==> src/hw/rtl/ctm_pkg.sv <==
`default_nettype none

package ctm_pkg;

	// Datapath widths
	localparam int DATA_W     = 32;
	localparam int MAG_W      = DATA_W - 1;
	localparam int DIM_W      = 17;
	localparam int CS_W       = 16;
	localparam int CFG_DATA_W = 16;

	typedef logic signed [DATA_W-1:0] coord_t;
	typedef logic [DIM_W-1:0]         dim_t;
	typedef logic [CS_W-1:0]          cs_t;

	// Tile shapes
	typedef logic [1:0] shape_t;
	localparam shape_t SHAPE_SQUARE   = 2'd0;
	localparam shape_t SHAPE_TRIANGLE = 2'd1;
	localparam shape_t SHAPE_HEXAGON  = 2'd2;
	localparam shape_t SHAPE_NONE     = 2'd3;

	// Register indexes
	typedef logic [1:0] cfg_idx_t;
	localparam cfg_idx_t CFG_CELL_SIZE  = 2'd0;
	localparam cfg_idx_t CFG_TILE_SHAPE = 2'd1;
	localparam cfg_idx_t CFG_MIRROR     = 2'd2;

	localparam cs_t CELL_SIZE_RST = 16'd256;

	// Geometry constants: sqrt(3)/2, sqrt(3), corner slope, all in 1/256
	localparam logic [7:0]  TRI_H_MUL  = 8'd222;
	localparam logic [8:0]  HEX_W_MUL  = 9'd443;
	localparam logic [8:0]  TRI_SLOPE  = 9'd443;
	localparam logic [7:0]  HEX_SLOPE  = 8'd148;
	// 1/3 as 43691 / 2^17, exact for values below 2^17
	localparam logic [15:0] RECIP3     = 16'd43691;
	localparam int          RECIP3_SH  = 17;
	// Cell id masks of the two triangle orientations
	localparam logic [31:0] TRI_UP_ID   = 32'h5555_5555;
	localparam logic [31:0] TRI_DOWN_ID = 32'hAAAA_AAAA;

	// Derived tile geometry, all non-negative and below 2^17
	typedef struct packed {
		dim_t cs;
		dim_t half;
		dim_t tri_h;
		dim_t tri_h3;
		dim_t tri_h23;
		dim_t hex_w;
		dim_t hex_w2;
		dim_t hex_h;
	} geom_t;

	// Sideband carried through the row divider
	typedef struct packed {
		coord_t x;
		coord_t y;
	} side_a_t;

	// Sideband carried through the column divider
	typedef struct packed {
		coord_t x;
		coord_t y;
		logic   row_odd;
		dim_t   ry;
	} side_b_t;

endpackage

`default_nettype wire

==> src/hw/rtl/ctm_geom.sv <==
`default_nettype none

module ctm_geom (
	input  wire                logic clk,
	input  wire ctm_pkg::cs_t       cell_size,
	input  wire ctm_pkg::shape_t    tile_shape,
	output ctm_pkg::geom_t     geo,
	output ctm_pkg::dim_t      hdiv,
	output ctm_pkg::dim_t      wdiv
);
	import ctm_pkg::*;

	logic [23:0] tri_prod;
	logic [24:0] hexw_prod;
	logic [17:0] hexh_prod;
	dim_t        tri_h_n, hex_w_n, hex_h_n;
	logic [33:0] h3_prod, h23_prod;
	dim_t        cs_q, tri_h_q, hex_w_q, hex_h_q;
	dim_t        tri_h3_q, tri_h23_q;

	// First level: row heights and hex width, raised to 1 when they vanish
	always_comb begin
		tri_prod  = {8'd0, cell_size} * {16'd0, TRI_H_MUL};
		hexw_prod = {9'd0, cell_size} * {16'd0, HEX_W_MUL};
		hexh_prod = {1'b0, cell_size, 1'b0} + {2'b00, cell_size};
		tri_h_n   = {1'b0, tri_prod[23:8]};
		hex_w_n   = hexw_prod[24:8];
		hex_h_n   = hexh_prod[17:1];
		if (tri_h_n == '0) tri_h_n = DIM_W'(1);
		if (hex_w_n == '0) hex_w_n = DIM_W'(1);
		if (hex_h_n == '0) hex_h_n = DIM_W'(1);
	end

	always_ff @(posedge clk) begin
		cs_q    <= {1'b0, cell_size};
		tri_h_q <= tri_h_n;
		hex_w_q <= hex_w_n;
		hex_h_q <= hex_h_n;
	end

	// Second level: thirds of the triangle row height
	always_comb begin
		h3_prod  = {17'd0, tri_h_q} * {18'd0, RECIP3};
		h23_prod = {16'd0, tri_h_q, 1'b0} * {18'd0, RECIP3};
	end

	always_ff @(posedge clk) begin
		tri_h3_q  <= h3_prod[RECIP3_SH +: DIM_W];
		tri_h23_q <= h23_prod[RECIP3_SH +: DIM_W];
	end

	always_comb begin
		geo.cs      = cs_q;
		geo.half    = cs_q >> 1;
		geo.tri_h   = tri_h_q;
		geo.tri_h3  = tri_h3_q;
		geo.tri_h23 = tri_h23_q;
		geo.hex_w   = hex_w_q;
		geo.hex_w2  = hex_w_q >> 1;
		geo.hex_h   = hex_h_q;
	end

	// Divisors of the row and column steps
	always_comb begin
		case (tile_shape)
			SHAPE_TRIANGLE: begin
				hdiv = tri_h_q;
				wdiv = cs_q;
			end
			SHAPE_HEXAGON: begin
				hdiv = hex_h_q;
				wdiv = hex_w_q;
			end
			default: begin
				hdiv = cs_q;
				wdiv = cs_q;
			end
		endcase
	end

endmodule

`default_nettype wire

==> config.mk <==
export PLATFORM = sky130hd
export DESIGN_NAME = ctm_geom
export DESIGN_NICKNAME = d
export VERILOG_FILES = /design/src/hw/rtl/ctm_pkg.sv /design/src/hw/rtl/ctm_geom.sv
export SDC_FILE = /design/constraint.sdc
export NUM_CORES = 1
export LEC_CHECK = 0
export BUFFER_PORTS_ARGS = -buffer_cell sky130_fd_sc_hd__buf_2
export CELL_PAD_IN_SITES_DETAIL_PLACEMENT = 1
export CELL_PAD_IN_SITES_GLOBAL_PLACEMENT = 2
export CORE_AREA = 4 4 182 184
export CTS_CLUSTER_DIAMETER = 30
export DETAILED_ROUTE_END_ITERATION = 12
export DIE_AREA = 0 0 186 188
export PLACE_DENSITY = 0.91
export SYNTH_ARGS = -nofsm -noshare
export SYNTH_HDL_FRONTEND = slang
export SYNTH_SLANG_ARGS = --single-unit
==> constraint.sdc <==
create_clock -name clk -period 9.8 [get_ports clk]
set_input_delay 1.96 -clock clk [delete_from_list [all_inputs] [get_ports clk]]
set_output_delay 1.96 -clock clk [all_outputs]
set_load 0.02 [all_outputs]
### Word level (Yosys, flattened, before mapping)

Index checks and enable logic that the tools add are counted.

| storage, ports and cells | value |
|---|---|
| register bits after elaboration | 100 |
| logic and storage cells | 19 |

| cells by class | value |
|---|---|
| add/sub/neg operators | 1 |
| multipliers | 4 |
| eq/ne operators | 2 |
| mux-type cells | 2 |
| reductions and logical operators | 3 |

Operators by type and width:

| kind | count |
|---|---|
| $mul 17x16->33 const B | 2 |
| $logic_not 17->1 | 2 |
| $pmux 17 s2 | 1 |
| $mul 16x9->25 const B | 1 |
| $mul 16x7->23 const B | 1 |
| $add 17x16->18 | 1 |
| $mux 17 | 1 |
| $logic_not 16->1 | 1 |
| $eq 2x1->1 const B | 1 |
| $eq 2x2->1 const B | 1 |

### Longest topological paths before layout

| logic depth | value |
|---|---|
| word-level depth | 2 |
| mapped depth | 19 |

### Least setup slack after synthesis

Ideal clock, no wire load.

| path | value |
|---|---|
| kind | in2reg |
| start point | input port cell_size[8] |
| end point | register tri_h_q[0] |
| arrival time | 6.347 ns |
| required time | 9.704 ns |
| path slack | 3.357 ns |
| stages | 15 |
| path buffers | 0 |
| path through | inv_1 > fa_1 > fa_1 > fa_1 > fa_1 > inv_1 > ha_1 > a21o_1 > a2111o_1 > o221a_2 > or2_1 > xor2_1 > nor4b_1 > nand4b_1 > o41ai_2 |

| between the ends | value |
|---|---|
| word-level cells in the longest chain between the ends | 2 |

Ends and longest elaborated chain:

| what | line | text |
|---|---|---|
| from (decl) | ctm_geom.sv:5 | `input wire ctm_pkg::cs_t cell_size,` |
| $mul 16x7->23 | ctm_geom.sv:23 | `tri_prod = {8'd0, cell_size} * {16'd0, TRI_H_MUL};` |
| $logic_not 16->1 | ctm_geom.sv:29 | `if (tri_h_n == '0) tri_h_n = DIM_W'(1);` |
| to (signal assigned) | ctm_geom.sv:36 | `tri_h_q <= tri_h_n;` |
| to (decl) | ctm_geom.sv:18 | `dim_t cs_q, tri_h_q, hex_w_q, hex_h_q;` |

Every way passes these cells.
A chain may end at the register's enable or synchronous reset.

### Worst setup path in the final report

| path | value |
|---|---|
| start point | input port cell_size[7] |
| end point | register hex_w_q[0] |

| between the ends | value |
|---|---|
| word-level cells in the longest chain between the ends | 2 |

Ends and longest elaborated chain:

| what | line | text |
|---|---|---|
| $mul 16x9->25 (*) | ctm_geom.sv:24 | `hexw_prod = {9'd0, cell_size} * {16'd0, HEX_W_MUL};` |
| $logic_not 17->1 | ctm_geom.sv:30 | `if (hex_w_n == '0) hex_w_n = DIM_W'(1);` |
| to (signal assigned) | ctm_geom.sv:37 | `hex_w_q <= hex_w_n;` |
| to (decl) | ctm_geom.sv:18 |  |

Every way passes the cells marked *; elsewhere a longest branch is shown, timed or not.

==> run metrics <==
status finished, final reports clean; Synth top area share between 20% and 30%; Pre-antenna DRT Iters 4; most frequent cells in the layout inv_1, ha_1, buf_2, fa_1, dfxtp_1; Avg Inst Size Synth around 9.5 um2; HPWL Detailed 33,500 um; main flop type after synthesis dfxtp_1; Final ANT Viol Nets 0; clk_skew around 0.0094 ns; Setup TNS Final 0 ns; TritonCTS clock tree yes; WHS Endpoint tri_h3_q[15]$_DFF_P_; post-CTS setup buffer count 0; Num CTS Buffers 9; Port Buffers approximately 180; share of cells above drive strength 1 between 10% and 20%; per-cell routed wire length slightly above 20 um; setup ws final 3.07 ns; # clock sinks slightly above 80; hold_sp tri_h_q[15]$_SDFF_PN0_; register area share after synthesis between 10% and 20%; Fmax achieved roughly 150 MHz; Syn-to-layout area delta 10.0%; vias between 9,000 and 10,000; R2R cell count 17; Final Hold Vio Count 0; post-synth cell types slightly above 70; Synth async-reset ratio 0%; die area around 0.035 mm2; Final period util approximately 69%; max_slew headroom between 40% and 50%; # diodes 0; Final Setup Violations 0; clk root buf clkbuf_16; area of the mapped netlist ~0.013 mm2; Max Cap Viol 0; Worst Path Arrival 7.01 ns; # H-tree levels 3; FP Rows 65; CP Capture Type flip-flop; Placement Setup Slack approximately 2.7 ns; number of synthesized flops with an enable pin 0; hold path cells 3; Bufs on Longest Clock Path 2; Horiz. Die Dim between 150 and 200 um; Period minus WS final slightly below 7 ns; via/cell ratio 5.17; setup slack, reg-to-reg ~3.5 ns; post-synth top area cell fa_1; top cells by area, synth fa_1, ha_1, dfxtp_1, inv_1, buf_4; Hold Path Class reg2reg; global-route wire length before repair just over 60,000 um; largest net degree at the start of global routing 35; Synth Instances roughly 1,300; RSZ-0062 raised after global routing no; core area around 0.031 mm2; Starting Density about two fifths; Worst EP required 10.08 ns; Hold Buf Count CTS 0; Max Transition Viols Final 0; IO Count between 150 and 200; initial antenna violation count 1; vias in the first global route ~11,000; reg2reg start tri_h_q[7]$_SDFF_PN0_; post-CTS sizing 0; DR iter-0 viols between 400 and 500; NumNets Final approximately 1,800; CP Class in2reg; clk slew on worst S/H paths about 0.070 ns; DRC viols 0; routability cong. 0.918; most common cell after layout, fill and taps aside inv_1; Slew @ Worst Pin approximately 0.90 ns; number of synthesized register bits between 80 and 90; gr ovfl total 0; Synth Warn # 0; Routed WL around 38,000 um; chip height 188 um; GRT Total Usage around 22%; startpoint types input pin; clk_lat worst skew 0.37 ns; Worst Path Max Fanout 8; Critical R2R Capture tri_h3_q[15]$_DFF_P_
flip-flops by register name (all words and copies together), names as in the netlist:
signal	cells
tri_h23_q	16
cs_q	16
tri_h3_q	1
tri_h_q	16
hex_w_q	17
hex_h_q	17
worst max-delay path, cell delays in order:
cell	delay [ns]
buf_2	0.25
inv_1	0.15
fa_1	0.52
fa_1	0.55
inv_1	0.08
fa_1	0.50
fa_1	0.49
ha_1	0.37
a21o_1	0.25
a21oi_1	0.42
o21ai_0	0.26
or4_1	0.49
a221oi_2	0.27
nand4b_1	0.14
o41ai_2	0.28
cell families (layout without fill, tap and decap cells):
logic type | Yosys count | count (layout) | synth area share (%)
mux | 20 | 20 | 1.76
simple gates | 174 | 174 | 7.20
xor+xnor | 54 | 54 | 3.78
other cells | 1 | 6 | 0.0300
fa+ha+maj | 387 | 387 | 49.2
flops | 83 | 83 | 13.3
buf+inv | 395 | 523 | 13.5
compound gates | 200 | 200 | 11.2
cell usage after synthesis (8+ instances only):
library cell / instances
a211oi_1: 9
a21o_1: 19
a21oi_1: 38
a22oi_1: 18
a31oi_1: 12
buf_4: 54
clkbuf_1: 14
dfxtp_1: 83
fa_1: 176
ha_1: 211
inv_1: 325
mux2_2: 16
nand2_1: 50
nand3_1: 17
nand4_1: 8
nor2_1: 36
nor2b_1: 8
nor3_1: 9
o21ai_0: 43
xnor2_1: 39
xor2_1: 15
worst max-delay path by stage:
stage,from,endpoint,slack [ns],depth (start not counted)
floorplan,cell_size[8],tri_h_q[0]$_SDFF_PN1_,3.36,15
global placement,cell_size[7],tri_h_q[0]$_SDFF_PN1_,2.87,16
detailed placement,cell_size[7],tri_h_q[0]$_SDFF_PN1_,2.67,16
CTS,cell_size[7],tri_h_q[0]$_SDFF_PN1_,3.06,16
global route,cell_size[7],tri_h_q[0]$_SDFF_PN1_,2.81,16
finish,cell_size[7],hex_w_q[0]$_SDFF_PN1_,3.07,15
through the flow:
stage / hold slack (ns) / util [%] / cell area, um2 / instances
floorplan: 1.03 / - / 12500 / 1319
global placement: 1.13 / 43.0 / 13500 / 1834
detailed placement: 1.12 / 43.0 / 13500 / 1834
CTS: 1.15 / 43.9 / 13800 / 1849
global route: 1.23 / 43.9 / 13800 / 1849
finish: 1.12 / 43.9 / 13800 / 1849
area by class of cell:
type,instances,area [um2]
Inverter,325,1220
Timing Repair Buffer,183,918
Multi-Input combinational cell,841,9190
Tap cell,402,503
Clock inverter,4,26.3
Sequential cell,83,1660
Fill cell,3663,17600
Clock buffer,11,253
routing by layer:
metal / track usage (%) / vias up / part of all wire (%)
met5: 0 / - / 0
met4: 6.39 / 0 / 2.4
met3: 2.95 / 54 / 3.8
met2: 39.3 / 204 / 51
met1: 28.7 / 4861 / 43
li1: - / 4447 / -
Power is not shown: default switching activity piles up to over one toggle a cycle in this logic, so the estimate is an artifact.
