### config.mk
export PLATFORM = sky130hd
export DESIGN_NAME = ctm_floor_div
export DESIGN_NICKNAME = d
export VERILOG_FILES = /design/src/hw/rtl/ctm_pkg.sv /design/src/hw/rtl/ctm_floor_div.sv
export SDC_FILE = /design/constraint.sdc
export NUM_CORES = 2
export LEC_CHECK = 0
export BUFFER_PORTS_ARGS = -buffer_cell sky130_fd_sc_hd__clkbuf_2
export CAP_MARGIN = 20
export CORE_UTILIZATION = 38
export CTS_BUF_LIST = sky130_fd_sc_hd__clkbuf_8
export CTS_CLUSTER_SIZE = 16
export DETAILED_ROUTE_END_ITERATION = 12
export HOLD_SLACK_MARGIN = 0.03
export PLACE_DENSITY = 0.56
export SLEW_MARGIN = 20
export SYNTH_ARGS = -nofsm -noshare
export SYNTH_HDL_FRONTEND = slang
export SYNTH_SLANG_ARGS = --single-unit
### constraint.sdc
create_clock -name clk -period 6.7 [get_ports clk]
set_clock_uncertainty 0.05 [all_clocks]
set_input_delay 2.01 -clock clk [delete_from_list [all_inputs] [get_ports clk]]
set_output_delay 2.01 -clock clk [all_outputs]
set_load 0.02 [all_outputs]
### src/hw/rtl/ctm_pkg.sv
`default_nettype none

package ctm_pkg;

	// Datapath widths
	localparam int DATA_W     = 32;
	localparam int MAG_W      = DATA_W - 1;
	localparam int DIM_W      = 17;
	localparam int CS_W       = 16;
	localparam int CFG_DATA_W = 16;

	typedef logic signed [DATA_W-1:0] coord_t;
	typedef logic [DIM_W-1:0]         dim_t;
	typedef logic [CS_W-1:0]          cs_t;

	// Tile shapes
	typedef logic [1:0] shape_t;
	localparam shape_t SHAPE_SQUARE   = 2'd0;
	localparam shape_t SHAPE_TRIANGLE = 2'd1;
	localparam shape_t SHAPE_HEXAGON  = 2'd2;
	localparam shape_t SHAPE_NONE     = 2'd3;

	// Register indexes
	typedef logic [1:0] cfg_idx_t;
	localparam cfg_idx_t CFG_CELL_SIZE  = 2'd0;
	localparam cfg_idx_t CFG_TILE_SHAPE = 2'd1;
	localparam cfg_idx_t CFG_MIRROR     = 2'd2;

	localparam cs_t CELL_SIZE_RST = 16'd256;

	// Geometry constants: sqrt(3)/2, sqrt(3), corner slope, all in 1/256
	localparam logic [7:0]  TRI_H_MUL  = 8'd222;
	localparam logic [8:0]  HEX_W_MUL  = 9'd443;
	localparam logic [8:0]  TRI_SLOPE  = 9'd443;
	localparam logic [7:0]  HEX_SLOPE  = 8'd148;
	// 1/3 as 43691 / 2^17, exact for values below 2^17
	localparam logic [15:0] RECIP3     = 16'd43691;
	localparam int          RECIP3_SH  = 17;
	// Cell id masks of the two triangle orientations
	localparam logic [31:0] TRI_UP_ID   = 32'h5555_5555;
	localparam logic [31:0] TRI_DOWN_ID = 32'hAAAA_AAAA;

	// Derived tile geometry, all non-negative and below 2^17
	typedef struct packed {
		dim_t cs;
		dim_t half;
		dim_t tri_h;
		dim_t tri_h3;
		dim_t tri_h23;
		dim_t hex_w;
		dim_t hex_w2;
		dim_t hex_h;
	} geom_t;

	// Sideband carried through the row divider
	typedef struct packed {
		coord_t x;
		coord_t y;
	} side_a_t;

	// Sideband carried through the column divider
	typedef struct packed {
		coord_t x;
		coord_t y;
		logic   row_odd;
		dim_t   ry;
	} side_b_t;

endpackage

`default_nettype wire

### src/hw/rtl/ctm_floor_div.sv
`default_nettype none

// Pipelined floor division of a signed word by a positive divisor,
// one quotient bit per stage, between an entry and an exit register.
module ctm_floor_div #(
	parameter type SIDE_T = logic
) (
	input  wire            logic clk,
	input  wire            logic arst_n,
	input  wire            logic en,
	input  wire            logic in_vld,
	input  wire ctm_pkg::coord_t in_num,
	input  wire ctm_pkg::dim_t   in_den,
	input  wire SIDE_T           in_side,
	output logic                 out_vld,
	output ctm_pkg::coord_t      out_quo,
	output ctm_pkg::dim_t        out_rem,
	output SIDE_T                out_side
);
	import ctm_pkg::*;

	logic             vld_s  [0:MAG_W];
	logic [MAG_W-1:0] num_s  [0:MAG_W];
	dim_t             rem_s  [0:MAG_W];
	dim_t             den_s  [0:MAG_W];
	logic             neg_s  [0:MAG_W];
	SIDE_T            side_s [0:MAG_W];

	logic   post_vld_s;
	coord_t post_quo_s;
	dim_t   post_rem_s;
	SIDE_T  post_side_s;

	// Entry: fold a negative dividend to its one's complement magnitude
	always_ff @(posedge clk or negedge arst_n) begin
		if (!arst_n) begin
			vld_s[0] <= 1'b0;
		end else if (en) begin
			vld_s[0] <= in_vld;
		end
	end

	always_ff @(posedge clk) begin
		if (en) begin
			num_s[0]  <= in_num[DATA_W-1] ? ~in_num[MAG_W-1:0] : in_num[MAG_W-1:0];
			neg_s[0]  <= in_num[DATA_W-1];
			rem_s[0]  <= '0;
			den_s[0]  <= in_den;
			side_s[0] <= in_side;
		end
	end

	// Restoring steps
	for (genvar k = 0; k < MAG_W; k++) begin : g_step
		logic [DIM_W:0] trial;
		logic [DIM_W:0] diff;
		logic           ge;

		always_comb begin
			trial = {rem_s[k], num_s[k][MAG_W-1]};
			diff  = trial - {1'b0, den_s[k]};
			ge    = trial >= {1'b0, den_s[k]};
		end

		always_ff @(posedge clk or negedge arst_n) begin
			if (!arst_n) begin
				vld_s[k+1] <= 1'b0;
			end else if (en) begin
				vld_s[k+1] <= vld_s[k];
			end
		end

		always_ff @(posedge clk) begin
			if (en) begin
				rem_s[k+1]  <= ge ? diff[DIM_W-1:0] : trial[DIM_W-1:0];
				num_s[k+1]  <= {num_s[k][MAG_W-2:0], ge};
				neg_s[k+1]  <= neg_s[k];
				den_s[k+1]  <= den_s[k];
				side_s[k+1] <= side_s[k];
			end
		end
	end

	// Exit: undo the fold, floor quotient and non-negative remainder
	always_ff @(posedge clk or negedge arst_n) begin
		if (!arst_n) begin
			post_vld_s <= 1'b0;
		end else if (en) begin
			post_vld_s <= vld_s[MAG_W];
		end
	end

	always_ff @(posedge clk) begin
		if (en) begin
			post_quo_s  <= neg_s[MAG_W] ? {1'b1, ~num_s[MAG_W]} : {1'b0, num_s[MAG_W]};
			post_rem_s  <= neg_s[MAG_W] ? den_s[MAG_W] - rem_s[MAG_W] - DIM_W'(1)
			                            : rem_s[MAG_W];
			post_side_s <= side_s[MAG_W];
		end
	end

	assign out_vld  = post_vld_s;
	assign out_quo  = post_quo_s;
	assign out_rem  = post_rem_s;
	assign out_side = post_side_s;

endmodule

`default_nettype wire

After elaboration in Yosys (flattened, before gate mapping)
Memories as Yosys holds them, arrays and structs flattened. A register that Yosys moved wholly into a read port is not among the register bits.
Index checks and enable logic that the tools add are counted.
{"block": "totals", "regBits": 82, "ramBits": 2144, "inputBits": 54, "out_inout_bits": 51, "word_cells": 142, "memories": 5}
{"block": "op_classes", "addsub": 33, "order_cmp": 31, "muxes": 36, "n_bitwise": 2}
{"name": "num_s", "words": 32, "word_bits": 31, "read_ports": 32, "rd_ports_with_merged_regs": 0, "wr": 32, "line": "ctm_floor_div.sv:23", "source": "logic [MAG_W-1:0] num_s [0:MAG_W];"}
{"name": "den_s", "words": 32, "word_bits": 17, "read_ports": 32, "rd_ports_with_merged_regs": 0, "wr": 32, "line": "ctm_floor_div.sv:25", "source": "dim_t den_s [0:MAG_W];"}
{"name": "rem_s", "words": 32, "word_bits": 17, "read_ports": 32, "rd_ports_with_merged_regs": 0, "wr": 32, "line": "ctm_floor_div.sv:24", "source": "dim_t rem_s [0:MAG_W];"}
{"name": "neg_s", "words": 32, "word_bits": 1, "read_ports": 32, "rd_ports_with_merged_regs": 0, "wr": 32, "line": "ctm_floor_div.sv:26", "source": "logic neg_s [0:MAG_W];"}
{"name": "side_s", "words": 32, "word_bits": 1, "read_ports": 32, "rd_ports_with_merged_regs": 1, "wr": 32, "line": "ctm_floor_div.sv:27", "source": "SIDE_T side_s [0:MAG_W];"}
{"cell": "$ge A18 B17 Y1", "n": 31}
{"cell": "$mux W17", "n": 32}
{"cell": "$sub A17 B17 Y17", "n": 32}
{"cell": "$not A31 Y31", "n": 2}
{"cell": "$mux W32", "n": 1}
{"cell": "$mux W31", "n": 1}
{"cell": "$sub A17 B1 Y17 const B", "n": 1}
{"cell": "$mux W1", "n": 2}

Longest topological paths before layout
{"block": "depth", "depth_word": 3, "ltp_mapped": 14, "ltp_nobuf": 12}

Worst setup path after synthesis
OpenSTA, ideal clock, no wires.
{"block": "synth_path", "path_kind": "flip-flop to flip-flop", "from": "mem num_s[11][30] (netlist bit)", "to": "mem rem_s[0][208] (netlist bit), data pin", "setup_time_ns": 0.262, "arrival_ns": 3.081, "required_time_ns": 6.388, "setup_slack_ns": 3.307, "stages_incl_launch_ff": 13, "n_path_buf": 1, "period_less_slack_ns": 3.393, "path_cell_list": "edfxtp_1 inv_1 ha_1 inv_1 fa_1 a211o_1 a2111o_1 nand3_1 a21boi_1 o31a_1 a2111oi_4 buf_4 mux2_1"}
{"element": "from (decl)", "line": "ctm_floor_div.sv:23"}
{"element": "to (decl)", "line": "ctm_floor_div.sv:24"}

==> flow_summary_export.csv <==
group,metric,value,unit
setup_path,cp-startpoint,"num_s[8][30]",
route,via_per_inst,4.99,
power,irDropWorstVdd,212,µV
setup_path,cp-end-kind,"register",
setup_path,path_max_fanout,18,
yosys,synth_area,98700,µm²
grt,grt_max_degree,161,
grt,grt_usage,0.138,
floorplanning,core,258000,µm²
cells_and_area,finalNetCount,8065,
placement,place_hpwl,124,mm
setup_path,cp.depth,12,
cts,cts_buffers,394,
status,status,"finished, final reports clean",
sta,post-route-min-period,4.09,ns
route,wl_met2,85.6,mm
setup_path,crit_end,"rem_s[0][169]",
yosys,synthTopCellsByCount,"edfxtp_1, inv_1, ha_1",
yosys,synth.top_cells.by_area,"edfxtp_1, ha_1, mux2_1",
setup_path,rr_startpoint,"num_s[8][30]",
floorplanning,die-area,262000,µm²
placement,port_buffers,104,
cts,cts-root-buf,"clkbuf_8",
yosys,yosys_most_used_dff,"edfxtp_1",
sta,period_share,0.610,
grt,gr-total-overflow,0,
setup_path,cp-start-kind,"register",
sta,worst_pin_slew,1.20,ns
route,drc,0,
route,met3_length,8.27,mm
yosys,yosys_warnings,0,
cts,tritoncts,"done",
flow_run,cap_violations,0,
setup_path,reg2reg_slack,2.61,ns
sta,hold_viol_final,0,
setup_path,path_cells,"inv_1 -> ha_1 -> inv_1 -> fa_1 -> a211oi_2 -> nor2_1 -> nor3_2 -> nor4_1 -> a2111oi_4 -> a21oi_1 -> or4_1 -> mux2_1",
cells_and_area,area_growth,12.3,%
placement,dpl-instance-area,104000,µm²
yosys,synth_cell_types,87,
cts,cts_sinks,2210,
setup_path,cpPeakStageDelay,0.93,ns
sta,final.setup.tns,0,ns
placement,gp_congestion,0.844,
yosys,synth_area_per_cell,14.1,µm²
cts,htreeDepth,5,
setup_path,critPathBufInv,2,
route,drt-initial-drc-count,4203,
yosys,synth_seq_cells,2210,
cts,postCtsSetupBuffers,0,
sta,rsz0062_at_grt,"false",
grt,antenna_found_initial,5,
floorplanning,die_height,512,µm
route,met1_length,82.7,mm
cells_and_area,finalInstanceArea,111000,µm²
setup_path,arrival,4.78,ns
yosys,synth_top_area_frac,0.662,
route,avgRoutedWirePerCell,16.4,µm
sta,setup_viol,0,
yosys,synthCells,6996,
grt,first_global_vias,56247,
route,ant_nets,0,
power,p_leak,42.7,nW
cts,hold_buffers,0,
cells_and_area,instances_no_fill,11121,
yosys,syn_nets,7609,
setup_path,crit_required,7.39,ns
setup_path,reg2reg_to,"rem_s[0][169]",
route,wirelength,183,mm
route,first_pass_iters,6,
yosys,async_flop_share,0.0149,
yosys,yosysMostFrequentCell,"edfxtp_1",
cells_and_area,fill_cells,23252,
hold_path,hold_path.class,"reg -> reg",
floorplanning,ios,105,
placement,dp.cells,10440,
setup_path,path_class,"reg -> reg",
floorplanning,die_w,512,µm
yosys,synth_edf_count,2177,
floorplanning,initial_core_util,0.383,
route,vias,55462,
sta,drv_slew,0,
sta,relSlewSlack,0.203,
placement,post-place-ws,2.63,ns
cts,path_clk_slew,0.06,ns
cts,clk_latency,1.06,ns
sta,timing.hold.ws,0.281,ns
route,maxUsedRoutingLayer,"met4",
yosys,ys_seq_area_frac,0.670,
setup_path,critPathTopFamily,"simple AND/OR/NAND/NOR gates",
setup_path,r2r.worst_path.cells,12,
setup_path,worst_path_most_repeated_cell,"inv_1",
sta,finalWorstSetupSlack,2.61,ns
grt,grt_pass1_wl,294,mm
cells_and_area,drive_above_1_share,0.0976,
floorplanning,rows,186,
power,cellPowerDensity,433,nW/µm²
cts,clock_path_buffers,4,
cts,cts_resized,0,
setup_path,slowest_stage,"or4_1",
sta,fmaxAchievable,245,MHz
yosys,synth.largest_area_cell,"edfxtp_1",
through the flow:
step,util,power [mW]
after global routing,0.430,51.3
after floorplan,-,32.5
final,0.430,48.0
after CTS,0.430,48.6
after global placement,0.403,36.4
after detailed placement,0.403,36.7
report_power, final:
group	switching [mW]	internal (mW)
clock	5.37	6.04
sequential	1.42	18.9
combinational	9.20	7.10
flip-flops by register name, summed over array words and instances (netlist names), 17 cells and up:
register	count
den_s	544
neg_s	32
num_s	992
out_quo	32
out_rem	17
rem_s	527
side_s	32
vld_s	32
logic make-up after synthesis:
group,Yosys count,share of synthesized area
flip-flops,2210,0.670
AO/OA/AOI/OAI,1533,0.0959
AND/OR/NAND/NOR,1159,0.0546
buffers and inverters,766,0.0295
adder cells (fa/ha/maj),559,0.0732
XOR/XNOR,447,0.0396
multiplexers,322,0.0367
layout by cell type, fill, tap and decap left out, drive strengths merged, types with 11 or more instances in the layout:
master and instances:
a2111oi 15, a211o 26, a211oi 74, a21boi 24
a21o 145, a21oi 398, a31oi 48, and3 25
buf 68, bufinv 13, clkbuf 503, clkinv 142
dfrtp 33, edfxtp 2177, fa 31, ha 528
inv 769, mux2 297, mux2i 25, nand2 414
nand2b 77, nand3 75, nand3b 14, nand4 76
nor2 293, nor2b 54, nor3 57, nor4 11
o211ai 26, o21a 64, o21ai 502, o21bai 50
o22ai 12, o31a 28, o31ai 33, o41ai 11
or2 14, or3 19, xnor2 231, xor2 216
how the worst min path moves through the flow:
stage / from / endpoint / slack [ns] / cells past startpoint
floorplan: neg_s[9] / neg_s[10] / 0.35 / 0
finish: num_s[8][29] / num_s[9][30] / 0.28 / 0
global route: num_s[8][29] / num_s[9][30] / 0.26 / 0
detailed placement: neg_s[11] / neg_s[12] / 0.35 / 0
CTS: num_s[8][29] / num_s[9][30] / 0.26 / 0
global placement: num_s[30][26] / num_s[31][27] / 0.35 / 0
per-layer routing:
metal	GRT usage	up-vias
li1	-	27070
met1	0.180	26730
met2	0.225	1209
met3	0.0256	453
met4	0.0573	0
met5	0	-
worst register-to-register path: cells and delay by family, from the launching register on:
kind                     cells  cell delay [ns]
buffers and inverters        2             0.15
flip-flops                   1             0.37
AND/OR/NAND/NOR              4             1.28
AO/OA/AOI/OAI                3             0.86
adder cells (fa/ha/maj)      2             0.61
multiplexers                 1             0.47
area by class of cell:
| cell class | instances | area [µm²] | share of cell area |
|---|---|---|---|
| well taps | 3384 | 4230 | 0.0382 |
| clock buffers | 401 | 5520 | 0.0498 |
| flip-flops and latches | 2210 | 66200 | 0.597 |
| diodes | 5 | 12.5 | 0.000113 |
| inverters | 656 | 2460 | 0.0222 |
| clock inverters | 275 | 1540 | 0.0139 |
| repair buffers | 170 | 1200 | 0.0108 |
| multi-input cells | 4020 | 29700 | 0.268 |
No activity file was read; power rests on OpenSTA's default activity.
