<file path="src/hw/rtl/ctm_pkg.sv">
`default_nettype none

package ctm_pkg;

	// Datapath widths
	localparam int DATA_W     = 32;
	localparam int MAG_W      = DATA_W - 1;
	localparam int DIM_W      = 17;
	localparam int CS_W       = 16;
	localparam int CFG_DATA_W = 16;

	typedef logic signed [DATA_W-1:0] coord_t;
	typedef logic [DIM_W-1:0]         dim_t;
	typedef logic [CS_W-1:0]          cs_t;

	// Tile shapes
	typedef logic [1:0] shape_t;
	localparam shape_t SHAPE_SQUARE   = 2'd0;
	localparam shape_t SHAPE_TRIANGLE = 2'd1;
	localparam shape_t SHAPE_HEXAGON  = 2'd2;
	localparam shape_t SHAPE_NONE     = 2'd3;

	// Register indexes
	typedef logic [1:0] cfg_idx_t;
	localparam cfg_idx_t CFG_CELL_SIZE  = 2'd0;
	localparam cfg_idx_t CFG_TILE_SHAPE = 2'd1;
	localparam cfg_idx_t CFG_MIRROR     = 2'd2;

	localparam cs_t CELL_SIZE_RST = 16'd256;

	// Geometry constants: sqrt(3)/2, sqrt(3), corner slope, all in 1/256
	localparam logic [7:0]  TRI_H_MUL  = 8'd222;
	localparam logic [8:0]  HEX_W_MUL  = 9'd443;
	localparam logic [8:0]  TRI_SLOPE  = 9'd443;
	localparam logic [7:0]  HEX_SLOPE  = 8'd148;
	// 1/3 as 43691 / 2^17, exact for values below 2^17
	localparam logic [15:0] RECIP3     = 16'd43691;
	localparam int          RECIP3_SH  = 17;
	// Cell id masks of the two triangle orientations
	localparam logic [31:0] TRI_UP_ID   = 32'h5555_5555;
	localparam logic [31:0] TRI_DOWN_ID = 32'hAAAA_AAAA;

	// Derived tile geometry, all non-negative and below 2^17
	typedef struct packed {
		dim_t cs;
		dim_t half;
		dim_t tri_h;
		dim_t tri_h3;
		dim_t tri_h23;
		dim_t hex_w;
		dim_t hex_w2;
		dim_t hex_h;
	} geom_t;

	// Sideband carried through the row divider
	typedef struct packed {
		coord_t x;
		coord_t y;
	} side_a_t;

	// Sideband carried through the column divider
	typedef struct packed {
		coord_t x;
		coord_t y;
		logic   row_odd;
		dim_t   ry;
	} side_b_t;

endpackage

`default_nettype wire

</file>
<file path="src/hw/rtl/ctm_post.sv">
`default_nettype none

// Per-shape local coordinates from the in-cell offsets (rx, ry).
// Two stages: slope products, then tile choice and offsets.
module ctm_post (
	input  wire             logic clk,
	input  wire             logic arst_n,
	input  wire             logic en,
	input  wire ctm_pkg::shape_t  tile_shape,
	input  wire             logic mirror_enable,
	input  wire ctm_pkg::geom_t   geo,
	input  wire             logic in_vld,
	input  wire ctm_pkg::coord_t  x,
	input  wire ctm_pkg::coord_t  y,
	input  wire ctm_pkg::dim_t    rx,
	input  wire ctm_pkg::dim_t    ry,
	input  wire             logic col_odd,
	input  wire             logic row_odd,
	output logic                  out_vld,
	output ctm_pkg::coord_t       lx,
	output ctm_pkg::coord_t       ly,
	output logic                  negate
);
	import ctm_pkg::*;

	function automatic coord_t zx(dim_t v);
		return coord_t'({{(DATA_W-DIM_W){1'b0}}, v});
	endfunction

	// Stage 1 products
	logic signed [DIM_W:0] dxs;
	dim_t                  dx;
	dim_t                  w_rem;
	logic [25:0]           prod_t;
	logic [24:0]           prod_l, prod_r;

	always_comb begin
		dxs    = $signed({1'b0, rx}) - $signed({1'b0, geo.half});
		dx     = dxs[DIM_W] ? DIM_W'(-dxs) : dxs[DIM_W-1:0];
		w_rem  = geo.hex_w - rx;
		prod_t = {9'd0, dx} * {17'd0, TRI_SLOPE};
		prod_l = {8'd0, rx} * {17'd0, HEX_SLOPE};
		prod_r = {8'd0, w_rem} * {17'd0, HEX_SLOPE};
	end

	logic        vld_s1;
	coord_t      x_s1, y_s1;
	dim_t        rx_s1, ry_s1;
	logic        col_odd_s1, row_odd_s1;
	logic        lt_half_s1, lt_w2_s1;
	logic [17:0] slope_t_s1;
	dim_t        slope_l_s1, slope_r_s1;

	always_ff @(posedge clk or negedge arst_n) begin
		if (!arst_n) begin
			vld_s1 <= 1'b0;
		end else if (en) begin
			vld_s1 <= in_vld;
		end
	end

	always_ff @(posedge clk) begin
		if (en) begin
			x_s1       <= x;
			y_s1       <= y;
			rx_s1      <= rx;
			ry_s1      <= ry;
			col_odd_s1 <= col_odd;
			row_odd_s1 <= row_odd;
			lt_half_s1 <= rx < geo.half;
			lt_w2_s1   <= rx < geo.hex_w2;
			slope_t_s1 <= prod_t[25:8];
			slope_l_s1 <= prod_l[24:8];
			slope_r_s1 <= prod_r[24:8];
		end
	end

	// Stage 2: pick the tile and form offsets
	logic   pass;
	logic   up, move, dc_m1, dc_p1, row_o2, col_o2, c_odd, sq_flip;
	coord_t lx_n, ly_n;
	logic   neg_n;
	dim_t   corner;

	always_comb begin
		pass    = (geo.cs == '0) || (tile_shape == SHAPE_NONE);
		up      = {1'b0, ry_s1} > slope_t_s1;
		corner  = lt_w2_s1 ? slope_l_s1 : slope_r_s1;
		move    = ({1'b0, ry_s1} + {1'b0, corner}) < {1'b0, geo.half};
		dc_m1   = move & lt_w2_s1 & ~row_odd_s1;
		dc_p1   = move & ~lt_w2_s1 & row_odd_s1;
		row_o2  = row_odd_s1 ^ move;
		col_o2  = col_odd_s1 ^ (dc_m1 | dc_p1);
		c_odd   = lt_half_s1 ? col_odd_s1 : ~col_odd_s1;
		sq_flip = mirror_enable & (col_odd_s1 ^ row_odd_s1);
		lx_n    = x_s1;
		ly_n    = y_s1;
		neg_n   = 1'b0;
		if (!pass) begin
			case (tile_shape)
				SHAPE_SQUARE: begin
					lx_n = sq_flip ? zx(geo.cs) - zx(rx_s1) - coord_t'(1) : zx(rx_s1);
					ly_n = sq_flip ? zx(geo.cs) - zx(ry_s1) - coord_t'(1) : zx(ry_s1);
				end
				SHAPE_TRIANGLE: begin
					if (up) begin
						lx_n  = zx(rx_s1) - zx(geo.half);
						ly_n  = zx(ry_s1) - zx(geo.tri_h23);
						neg_n = mirror_enable & (col_odd_s1 ^ row_odd_s1 ^ TRI_UP_ID[0]);
					end else begin
						lx_n  = lt_half_s1 ? -zx(rx_s1) : zx(geo.cs) - zx(rx_s1);
						ly_n  = zx(geo.tri_h3) - zx(ry_s1);
						neg_n = mirror_enable & (c_odd ^ row_odd_s1 ^ TRI_DOWN_ID[0]);
					end
				end
				SHAPE_HEXAGON: begin
					lx_n  = zx(rx_s1)
					      + (row_odd_s1 ? zx(geo.hex_w2) : '0)
					      + (dc_m1 ? zx(geo.hex_w) : '0)
					      - (dc_p1 ? zx(geo.hex_w) : '0)
					      - (row_o2 ? zx(geo.hex_w) : zx(geo.hex_w2));
					ly_n  = zx(ry_s1) + (move ? zx(geo.hex_h) : '0) - zx(geo.cs);
					neg_n = mirror_enable & (col_o2 ^ row_o2);
				end
				default: begin
					lx_n = x_s1;
					ly_n = y_s1;
				end
			endcase
		end
	end

	logic   vld_s2;
	coord_t lx_s2, ly_s2;
	logic   neg_s2;

	always_ff @(posedge clk or negedge arst_n) begin
		if (!arst_n) begin
			vld_s2 <= 1'b0;
		end else if (en) begin
			vld_s2 <= vld_s1;
		end
	end

	always_ff @(posedge clk) begin
		if (en) begin
			lx_s2  <= lx_n;
			ly_s2  <= ly_n;
			neg_s2 <= neg_n;
		end
	end

	assign out_vld = vld_s2;
	assign lx      = lx_s2;
	assign ly      = ly_s2;
	assign negate  = neg_s2;

endmodule

`default_nettype wire

</file>
<file path="config.mk">
export PLATFORM = sky130hd
export DESIGN_NAME = ctm_post
export DESIGN_NICKNAME = d
export VERILOG_FILES = /design/src/hw/rtl/ctm_pkg.sv /design/src/hw/rtl/ctm_post.sv
export SDC_FILE = /design/constraint.sdc
export NUM_CORES = 1
export LEC_CHECK = 0
export ABC_AREA = 1
export BUFFER_PORTS_ARGS = -buffer_cell sky130_fd_sc_hd__buf_2
export CAP_MARGIN = 20
export CORE_MARGIN = 4
export CORE_UTILIZATION = 30
export CTS_CLUSTER_DIAMETER = 80
export DETAILED_ROUTE_END_ITERATION = 8
export PLACE_DENSITY_LB_ADDON = 0.15
export SYNTH_ARGS = -nofsm -noshare
export SYNTH_HDL_FRONTEND = slang
export SYNTH_SLANG_ARGS = --single-unit
</file>
<file path="constraint.sdc">
create_clock -name clk -period 8.1 [get_ports clk]
set_clock_uncertainty 0.2 [all_clocks]
set_input_delay 2.025 -clock clk [delete_from_list [all_inputs] [get_ports clk]]
set_output_delay 2.025 -clock clk [all_outputs]
set_load 0.005 [all_outputs]
</file>
# Word-level counts from Yosys, hierarchy flattened

Cells that the tools add are included.

$add $sub $neg: 18
$mul: 3
Divide/modulo/power cells: 0
Order comparisons: 4
Equality and inequality tests: 3
Shift-type cells: 0
Muxes and demuxes: 19
Bitwise logic cells: 18
Reductions and logical operators: 3

Operators with widths:

| operator                                           | count |
|---|---|
| two-way mux 32 bit                                 | 7 |
| case mux 32 bit (3 select lines)                   | 2 |
| two-way mux 17 bit                                 | 7 |
| subtractor 17 x 17 -> 18 bit                       | 6 |
| adder 17 x 17 -> 18 bit                            | 3 |
| multiplier 17 x 6 -> 23 bit, second input constant | 2 |
| < comparator 17 bit                                | 2 |
| negation 17 -> 32 bit                              | 1 |
| subtractor 32 x 2 -> 32 bit, second input constant | 1 |
| multiplier 17 x 9 -> 26 bit, second input constant | 1 |
| subtractor 20 x 18 -> 21 bit                       | 1 |
| subtractor 19 x 17 -> 20 bit                       | 1 |
| adder 18 x 17 -> 19 bit                            | 1 |
| subtractor 18 x 17 -> 19 bit                       | 1 |
| subtractor 18 x 2 -> 19 bit, second input constant | 1 |
| > comparator 17 x 18 -> 1 bit                      | 1 |
| < comparator 18 x 17 -> 1 bit                      | 1 |
| zero test 17 bit                                   | 1 |
| negation 17 bit                                    | 1 |
| subtractor 17 bit                                  | 1 |
| bitwise AND 1 bit                                  | 8 |
| XOR 1 bit                                          | 5 |
| == test 2 bit, second input constant               | 2 |
| NOT 1 bit                                          | 4 |
| 6 further kinds                                    | 7 |

Register bits: 221
Bits in latches: 0
Memory bits (writable): 0
Memory bits (read-only): 0
Bits of input ports: 243
Output and inout port bits: 66
Word-level logic and storage cells: 84
Memories: 0

# Depth between registers and ports, before layout

Gate-level depths: netlist of the first run.

Word-level depth: 11
Depth in mapped cells: 58
Depth with buffers taken out: 56

# Worst setup path after synthesis of the first run

OpenSTA, ideal clock, no wires.

Path type: flip-flop to flip-flop
Start point: register lt_w2_s1
End point: register lx_s2[21] (netlist: lx[21]), data pin
Setup time: 0.256 ns
Arrival: 7.897 ns
Data required time: 7.644 ns
Path slack: -0.253 ns
Cell stages (with the launch flop): 56
Buffers on the path: 2
Clock period less this slack: 8.353 ns
Path through: edfxtp_1 clkbuf_1 clkinv_1 nand2_1 nand2_1 ha_1 a21o_1 nand2_1 nand3_1 nand2_1 a21oi_1 or2_2 nand3_1 nand2_1 nand3_1 nand2_1 xor2_1 ha_1 [20 not listed] a21oi_1 o21bai_1 a21oi_1 o21ai_0 a21oi_1 xnor2_1 ha_1 nand2_1 nor2_1 a21oi_1 nand2_1 nand2_1 nand3_1 o21ai_0 nand2_1 nand3_1 nand2_2 nand2_1

Cells in the longest elaborated chain, start to end: 11
Elaborated cells between the ends (all ways): 17
Classes of those cells: add/sub: 4; order compare: 1; mux: 6; bitwise: 6

Ends and longest elaborated chain:

| what                               | RTL line        | text |
|---|---|---|
| from (decl)                        | ctm_post.sv:50  | `logic lt_half_s1, lt_w2_s1;` |
| from (signal assigned)             | ctm_post.sv:71  | `lt_w2_s1 <= rx < geo.hex_w2;` |
| two-way mux 17 bit                 | ctm_post.sv:88  | `corner = lt_w2_s1 ? slope_l_s1 : slope_r_s1;` |
| adder 17 x 17 -> 18 bit            | ctm_post.sv:89  | `move = ({1'b0, ry_s1} + {1'b0, corner}) < {1'b0, geo.half};` |
| < comparator 18 x 17 -> 1 bit      | ctm_post.sv:89  |  |
| bitwise AND 1 bit (2 in a row)     | ctm_post.sv:90  | `dc_m1 = move & lt_w2_s1 & ~row_odd_s1;` |
| two-way mux 17 bit                 | ctm_post.sv:119 | `+ (dc_m1 ? zx(geo.hex_w) : '0)` |
| adder 18 x 17 -> 19 bit            | ctm_post.sv:119 |  |
| subtractor 19 x 17 -> 20 bit       | ctm_post.sv:120 | `- (dc_p1 ? zx(geo.hex_w) : '0)` |
| subtractor 20 x 18 -> 21 bit *     | ctm_post.sv:121 | `- (row_o2 ? zx(geo.hex_w) : zx(geo.hex_w2));` |
| case mux 32 bit (3 select lines) * | ctm_post.sv:100 | `case (tile_shape)` |
| two-way mux 32 bit *               | ctm_post.sv:99  | `if (!pass) begin` |
| named net lx_n[21]                 | ctm_post.sv:81  | `coord_t lx_n, ly_n;` |
| to (signal assigned)               | ctm_post.sv:147 | `lx_s2 <= lx_n;` |
| to (decl)                          | ctm_post.sv:134 | `coord_t lx_s2, ly_s2;` |

Mark *: on every way through the listed nets, which the timed path passes. The rest lies on a longest branch.
A chain may end at the register's enable or synchronous reset.

# Worst setup path in the final report of the first run

Start point: register lt_w2_s1
End point: register lx_s2[17] (netlist: lx[17]), data pin

Same word-level chain as after synthesis.

==> run summary, run 1 <==
status -> finished, final reports clean
post-layout util -> 38.3%
Nets -> 5623
Cells after Synth -> 4131
syn avg cell area -> 7.32 um2
DRC viols -> 0
register area -> 6630 um2
post-DP HPWL -> 96900 um
Ports -> 309
area grow syn2layout -> 26.8%
max layer used -> met5
post-placement cell area -> 36000 um2
WL per Instance -> 18.7 um
CTS Sinks -> 221
share of the synthesized area in the top cell type -> 21.7%
crit share post-route -> 96.7%
Synth area leaders -> edfxtp_1 (22%), ha_1 (17%), nand2_1 (12%)
Die Y -> 326 um
Final Slew Violations -> 0
Worst-path clk slew -> 60 ps
minimum clock period after layout -> 7840 ps
synthesized area -> 30300 um2
crit path kind -> flop to flop
DR vias -> 28856
total wire length -> 115000 um
All-Layer GR Usage -> 21.0%
Initial Utilization -> 30.2%
M1 WL -> 52900 um
Crit path top cell by count -> nand2_1
clk root buf -> clkbuf_16
mean number of vias per cell -> 4.70
Worst slew margin -> 29.3%
critical path's largest stage delay -> 540 ps
critical path's slowest cell -> fa_1
Synthesis Warnings -> 0
Worst-Skew Late Latency -> 630 ps
most frequent cells in the layout -> nand2_1 (913), inv_1 (805), buf_4 (391)
initial antenna violation count -> 11
core area -> 100000 um2
layout cells sized above 1 -> 21.0%
Die W -> 326 um
met2 WL -> 53500 um
area of the multi-input gates -> 21400 um2
largest net degree at the start of global routing -> 103
CTS max path bufs -> 3
DIE AREA -> 106000 um2
filler instances -> 10721
Min-Delay Path Class -> flop to flop
Max-Cap Viols -> 0
aggregate global routing overflow -> 0
Final Setup Violations -> 0
crit path max fanout -> 8
CTS buffer count -> 31
WP data required -> 8270 ps
first-pass GRT wire length -> 171000 um
Max Clk Rate -> 0.128 GHz
TritonCTS clock tree -> built
Placer Congestion -> 0.901
DR iter-0 viols -> 1774
sequential area share after synthesis -> 21.9%
Critical Path Sink Type -> flop
hold_buf cts -> 0
port bufs -> 291
Worst-Margin Slew -> 1060 ps
number of synthesized register bits -> 221
endpoints failing hold -> 0
Arr. time, crit path -> 8000 ps
CP Launch Type -> flop
First-pass DRT Iterations -> 6
unrepaired setup endpoints after global routing -> true
final antenna-violating net count -> 0
Yosys cell types -> 52
DR WL met3 -> 5380 um
most common cell after layout, fill and taps aside -> nand2_1
via count of the first global-routing pass -> 28099
row count -> 116
fin area -> 38400 um2
H-tree Lvls -> 1
post-synth top area cell -> edfxtp_1
Mapped Nets -> 4946
## logic make-up after synthesis
logic type / synth area share (%)
buf+inv: 11.1
compound gates: 11.9
flops: 21.9
xor+xnor: 4.70
simple gates: 23.0
fa+ha+maj: 27.5
## path summary, 6_finish.rpt
path | from | endpoint | slack [ps] | cells after the start
min in group asynchronous | arst_n | vld_s1 | 970 | 1
worst max register to register | lt_w2_s1 | lx[17] | 260 | 57
worst min-delay path | vld_s1 | out_vld | 310 | 2
worst max-delay path | lt_w2_s1 | lx[17] | 260 | 57
max in group asynchronous | arst_n | out_vld | 6640 | 1
worst min register to register | vld_s1 | out_vld | 310 | 2
## per-stage QoR
stage | cells | hold WS, ps | worst slack (ps) | setup TNS, ps
3_5_place_dp | 6043 | 305 | -706 | -17800
2_1_floorplan | 4131 | 278 | 7.73 | 0
6_report | 6134 | 314 | 263 | 0
5_1_grt | 6134 | 332 | -256 | -3560
3_3_place_gp | 6043 | 291 | -671 | -16990
4_1_cts | 6109 | 319 | 7.57 | 0
## flip-flops by register name, summed over array words and instances (netlist names), 17 cells and up
| signal | count |
|---|---|
| slope_r_s1 | 17 |
| slope_l_s1 | 17 |
| ry_s1 | 17 |
| lx | 32 |
| slope_t_s1 | 18 |
| x_s1 | 32 |
| rx_s1 | 17 |
| ly | 32 |
| y_s1 | 32 |
## metal layers
metal,vias up,GRT usage (%)
met5,-,0
met4,2,5.22
met3,130,2.75
met2,591,35.3
met1,13339,28.6
li1,14794,-
## Yosys cell counts, drive strengths merged
| cell type | instances |
|---|---|
| a41oi | 3 |
| nor3 | 32 |
| o22ai | 1 |
| o21ai | 197 |
| a211oi | 7 |
| fa | 154 |
| nand3b | 26 |
| o21bai | 18 |
| a2111oi | 1 |
| clkinv | 3 |
| and2 | 4 |
| nand2 | 990 |
| nand4 | 61 |
| edfxtp | 219 |
| o211a | 1 |
| xnor2 | 46 |
| o221ai | 3 |
| nor4 | 9 |
| nor3b | 1 |
| a31oi | 23 |
| o21a | 7 |
| clkbuf | 39 |
| a211o | 1 |
| a221oi | 6 |
| or2 | 13 |
| dfrtp | 2 |
| o31ai | 4 |
| a21oi | 314 |
| nand3 | 234 |
| a21boi | 7 |
| o211ai | 35 |
| nand2b | 1 |
| o2111ai | 2 |
| ha | 418 |
| xor2 | 112 |
| inv | 830 |
| a21o | 19 |
| nor2 | 274 |
| buf | 14 |
## area by class of cell
cell class | instances | share of cell area (%)
diodes | 5 | 0.0326
clock inverters | 20 | 0.584
repair buffers | 697 | 11.9
flip-flops and latches | 221 | 17.3
well taps | 1298 | 4.23
clock buffers | 36 | 2.07
inverters | 833 | 8.18
multi-input cells | 3024 | 55.7
## timing repair
item / CTS / global route
buffers inserted: 10 / 21
pin swaps: 15 / 129
setup endpoints to repair: 22 / 39
resized for setup: 48 / 236
## worst max-delay path, delay by kind of cell, from the launching register on
kind | cells | cell delay (ps)
compound gates | 10 | 1310
buf+inv | 11 | 1040
flops | 1 | 410
fa+ha+maj | 6 | 2070
simple gates | 28 | 2250
xor+xnor | 2 | 310
Power of run 1 is left out: the tool's default activity adds up to more than one toggle a clock period on the data nets, which glitch-free logic cannot reach.
==> inputs of run 2 (changes only) <==
- PLACE_DENSITY: unset -> 0.5
- PLACE_DENSITY_LB_ADDON: 0.15 -> unset
==> run 2 against run 1 <==
  * Die area stayed put
  * Global-route usage fell by 0.27 points
  * Wire length decreased by 1.2%
  * Via count grew 1.1%
  * Worst setup slack got worse by 120 ps
  * First-iteration DRC count grew 14%
  * Utilization down 0.16 points
  * Sequential share of layout area up 0.074 points
  * Critical path type unchanged
  * Critical path depth fell by 3
  * Non-clock buffer count fell by 1
  * Flip-flop and latch count did not move
  * Maximum frequency decreased by 1.6%
==> run summary, run 2 (synthesized netlist as in run 1, its figures left out) <==
Arr. time, crit path -> 8120 ps (+120 ps)
Critical Path Sink Type -> flop
most common cell after layout, fill and taps aside -> nand2_1
Final Setup Violations -> 0 (unchanged)
unrepaired setup endpoints after global routing -> true
minimum clock period after layout -> 7960 ps (+125 ps)
Ports -> 309 (unchanged)
CP Launch Type -> flop
post-layout util -> 38.1% (-0.16 points)
critical path's largest stage delay -> 610 ps (+70 ps)
mean number of vias per cell -> 4.76 (+1.1%)
port bufs -> 291 (unchanged)
Worst slew margin -> 27.0% (-2.2 points)
filler instances -> 10659 (-0.58%)
Die Y -> 326 um (unchanged)
Placer Congestion -> 0.918 (+1.8%)
Worst-Skew Late Latency -> 600 ps (-30 ps)
total wire length -> 114000 um (-1.2%)
DR iter-0 viols -> 2026 (+14%)
initial antenna violation count -> 13 (+2)
Max-Cap Viols -> 0 (unchanged)
most frequent cells in the layout -> nand2_1 (919), inv_1 (809), ha_1 (400)
via count of the first global-routing pass -> 28171 (+0.26%)
Bufs and invs on worst path -> 6 (-5)
clk root buf -> clkbuf_16
layout cells sized above 1 -> 20.6% (-0.37 points)
Min-Delay Path Class -> flop to flop
critical path's slowest cell -> fa_1
CTS Sinks -> 221 (unchanged)
status -> finished, final reports clean
DRC viols -> 0 (unchanged)
CTS buffer count -> 30 (-3.2%)
All-Layer GR Usage -> 20.7% (-0.27 points)
Worst-Margin Slew -> 1090 ps (+33.4 ps)
crit path max fanout -> 6 (-2)
Die W -> 326 um (unchanged)
post-DP HPWL -> 96200 um (-0.71%)
TritonCTS clock tree -> built
WP data required -> 8260 ps (about the same)
Worst-path clk slew -> 60 ps (about the same)
core area -> 100000 um2 (unchanged)
H-tree Lvls -> 1 (unchanged)
Final Slew Violations -> 0 (unchanged)
final antenna-violating net count -> 0 (unchanged)
hold_ws -> 306 ps (-7.57 ps)
area grow syn2layout -> 26.3%
aggregate global routing overflow -> 0 (unchanged)
crit share post-route -> 98.3% (+1.5 points)
WL per Instance -> 18.5 um (-1.2%)
endpoints failing hold -> 0 (unchanged)
register area -> 6630 um2 (unchanged)
area of the multi-input gates -> 21200 um2 (-0.54%)
critical path's top delay family -> adder cells
first-pass GRT wire length -> 169000 um (-1.1%)
Nets -> 5621 (-0.036%)
First-pass DRT Iterations -> 5 (-1)
crit path kind -> flop to flop
Max Clk Rate -> 0.126 GHz (-1.6%)
Initial Utilization -> 30.2% (unchanged)
row count -> 116 (unchanged)
DIE AREA -> 106000 um2 (unchanged)
largest net degree at the start of global routing -> 151 (+47%)
DR vias -> 29183 (+1.1%)
CTS max path bufs -> 3 (unchanged)
## run 2: per-stage QoR
| step | std cells | cell area [um2] | worst slack [ps] | setup TNS, ps |
|---|---|---|---|---|
| floorplan | 4131 | 30300 | 7.73 | 0 |
| global placement | 6041 | 36000 | -719 | -17120 |
| detailed placement | 6041 | 36000 | -763 | -18090 |
| CTS | 6101 | 37100 | 9.83 | 0 |
| global route | 6132 | 38200 | -314 | -4310 |
| finish | 6134 | 38200 | 139 | 0 |
## run 2: final timing paths
| check | slack (ps) | end | startpoint | cells past startpoint |
|---|---|---|---|---|
| max | 140 | lx[17] | lt_w2_s1 | 54 |
| min | 310 | out_vld | vld_s1 | 2 |
| max reg2reg | 140 | lx[17] | lt_w2_s1 | 54 |
| min reg2reg | 310 | out_vld | vld_s1 | 2 |
| max in group asynchronous | 6610 | vld_s1 | arst_n | 1 |
| min in group asynchronous | 1000 | out_vld | arst_n | 1 |
## run 2: timing repair
item                                   CTS  global route
endpoints found under the hold margin    0             0
setup buffers                            4            27
gates resized for setup                 45           219
hold buffers                             0             0
setup endpoints to repair               25            37
pin swaps                               24           118
## run 2: per-layer routing
layer / part of all wire [%] / track usage [%] / vias to the layer above
met4: 3.6 / 6.60 / 0
li1: - / - / 14791
met2: 46 / 34.7 / 634
met5: 0 / 0 / -
met3: 4.4 / 2.11 / 151
met1: 46 / 28.2 / 13607
## run 2: layout make-up
| cell class | instances | share of cell area (%) |
|---|---|---|
| Timing Repair Buffer | 696 | 12.0 |
| Antenna cell | 6 | 0.0393 |
| Tap cell | 1298 | 4.25 |
| Multi-Input combinational cell | 3024 | 55.6 |
| Inverter | 833 | 8.21 |
| Sequential cell | 221 | 17.3 |
| Clock inverter | 22 | 0.534 |
| Clock buffer | 34 | 2.00 |
## run 2: tightest hold or removal path, cell delays in order, from the launching register on
cell and delay, ps:
dfrtp_1 320, inv_1 40, a21oi_1 100
Power of run 2 is left out for the same reason.
==> inputs of run 3 (changes only) <==
- PLACE_DENSITY: 0.5 -> 0.52
==> run 3 against run 2 <==
  * Non-clock buffer count decreased by 16
  * Critical path depth grew 2
  * First-iteration DRC count about the same
  * Worst hold slack improved by 1.6 ps
  * Critical endpoint is now lx[18]
==> run summary, run 3 (synthesized netlist as in run 1, its figures left out) <==
status -> finished, final reports clean
Ports -> 309 (unchanged)
filler instances -> 10502 (-1.5%)
WL per Instance -> 18.5 um (+0.17%)
critical path's largest stage delay -> 510 ps (-100 ps)
CTS buffer count -> 31 (+3.3%)
TritonCTS clock tree -> built
clk root buf -> clkbuf_16
Crit path top cell by count -> nand2_2
port bufs -> 291 (unchanged)
area grow syn2layout -> 26.6%
unrepaired setup endpoints after global routing -> true
critical path's top delay family -> simple AND/OR/NAND/NOR gates
Nets -> 5606 (-0.27%)
most common cell after layout, fill and taps aside -> nand2_1
DR iter-0 viols -> 2028 (+0.099%)
Placer Congestion -> 0.956 (+4.2%)
DR vias -> 29274 (+0.31%)
minimum clock period after layout -> 7940 ps (-23.0 ps)
critical path's slowest cell -> edfxtp_1
Final Setup Violations -> 0 (unchanged)
crit share post-route -> 98.0% (-0.28 points)
CTS max path bufs -> 3 (unchanged)
crit path kind -> flop to flop
Max Clk Rate -> 0.126 GHz (+0.29%)
CP Launch Type -> flop
crit path max fanout -> 8 (+2)
post-DP HPWL -> 95600 um (-0.58%)
DIE AREA -> 106000 um2 (unchanged)
R2R Path Start -> lt_w2_s1
final antenna-violating net count -> 0 (unchanged)
DRC viols -> 0 (unchanged)
critical hold path startpoint -> vld_s1
worst hold endpoint -> out_vld
Worst-path clk slew -> 60 ps (about the same)
Bufs and invs on worst path -> 9 (+3)
hold_ws -> 308 ps (+1.56 ps)
Die Y -> 326 um (unchanged)
initial antenna violation count -> 6 (-7)
row count -> 116 (unchanged)
Worst-Margin Slew -> 1120 ps (+27.3 ps)
most frequent cells in the layout -> nand2_1 (912), inv_1 (805), ha_1 (393)
CTS Sinks -> 221 (unchanged)
pre-CTS WS -> -767 ps (-4.54 ps)
WP data required -> 8280 ps (+20 ps)
first-pass GRT wire length -> 169000 um (-0.17%)
Worst-Skew Late Latency -> 630 ps (+30 ps)
Min-Delay Path Class -> flop to flop
aggregate global routing overflow -> 0 (unchanged)
reg2reg end -> lx[18]
R2R cell count -> 56 (+3.7%)
H-tree Lvls -> 1 (unchanged)
Critical Path Sink Type -> flop
largest net degree at the start of global routing -> 148 (-2.0%)
post-layout util -> 38.2% (+0.089 points)
Fin Setup TNS -> 0 ps (unchanged)
core area -> 100000 um2 (unchanged)
Max-Cap Viols -> 0 (unchanged)
Reg2Reg Setup Slack -> 160 ps (+20 ps)
endpoints failing hold -> 0 (unchanged)
area of the multi-input gates -> 21300 um2 (+0.26%)
Hold Path Stages -> 2 (unchanged)
mean number of vias per cell -> 4.78 (+0.54%)
Die W -> 326 um (unchanged)
Arr. time, crit path -> 8120 ps (about the same)
Initial Utilization -> 30.2% (unchanged)
First-pass DRT Iterations -> 8 (+3)
Final Slew Violations -> 0 (unchanged)
via count of the first global-routing pass -> 28596 (+1.5%)
Worst Setup Slack, final -> 162 ps (+23.0 ps)
Worst slew margin -> 25.2% (-1.8 points)
total wire length -> 113000 um (about the same)
layout cells sized above 1 -> 20.8% (+0.16 points)
All-Layer GR Usage -> 20.8% (+0.025 points)
register area -> 6630 um2 (unchanged)
-- run 3: changes by cell type in the layout (fill, tap and decap cells not counted), moves of 5 or more --
cell / previous run / this run
nand2_1: 919 / 912
buf_4: 390 / 375
o21ai_2: 10 / 15
ha_1: 400 / 393
ha_4: 15 / 20
nand2_2: 57 / 67
-- run 3: how the worst max path moves through the flow --
stage               startpoint             end  cells after the start
floorplan                rx[0]  slope_t_s1[17]                     31
detailed placement    geo[109]          lx[22]                     42
finish                lt_w2_s1          lx[18]                     56
CTS                   lt_w2_s1          lx[18]                     57
global route          lt_w2_s1          lx[18]                     49
global placement      geo[109]          lx[24]                     43
-- run 3: final cells by class --
| cell class | instances | share of cell area (%) |
|---|---|---|
| multi-input combinational | 3024 | 55.6 |
| clock buffer | 33 | 2.05 |
| timing repair buffer | 680 | 11.7 |
| sequential | 221 | 17.3 |
| inverter | 833 | 8.21 |
| tap | 1298 | 4.24 |
| antenna | 6 | 0.0392 |
| clock inverter | 25 | 0.820 |
-- run 3: what timing repair did --
item | 4_1_cts | 5_1_grt
buffers inserted | 5 | 16
gates resized for setup | 56 | 219
gates cloned | 0 | 1
pin swaps | 34 | 118
setup endpoints to repair | 25 | 36
endpoints found under the hold margin | 0 | 0
hold buffers | 0 | 0
-- run 3: tightest hold or removal path, cell delays in order (launching register included) --
cell and delay (ps):
dfrtp_1 320, inv_1 40, a21oi_1 100
-- run 3: routing by layer --
layer  up-vias  track usage, %  part of all wire, %
li1      14766               -                    -
met1     13625            27.7                   45
met2       746            34.4                   46
met3       137            2.91                  5.5
met4         0            7.14                  3.7
met5         -               0                    0
-- run 3: through the flow --
stage          cells  cell area [um2]
6_report        6120            38300
5_1_grt         6120            38300
4_1_cts         6098            37300
3_5_place_dp    6035            35900
3_3_place_gp    6035            35900
2_1_floorplan   4131            30300
Power of run 3 is left out for the same reason.
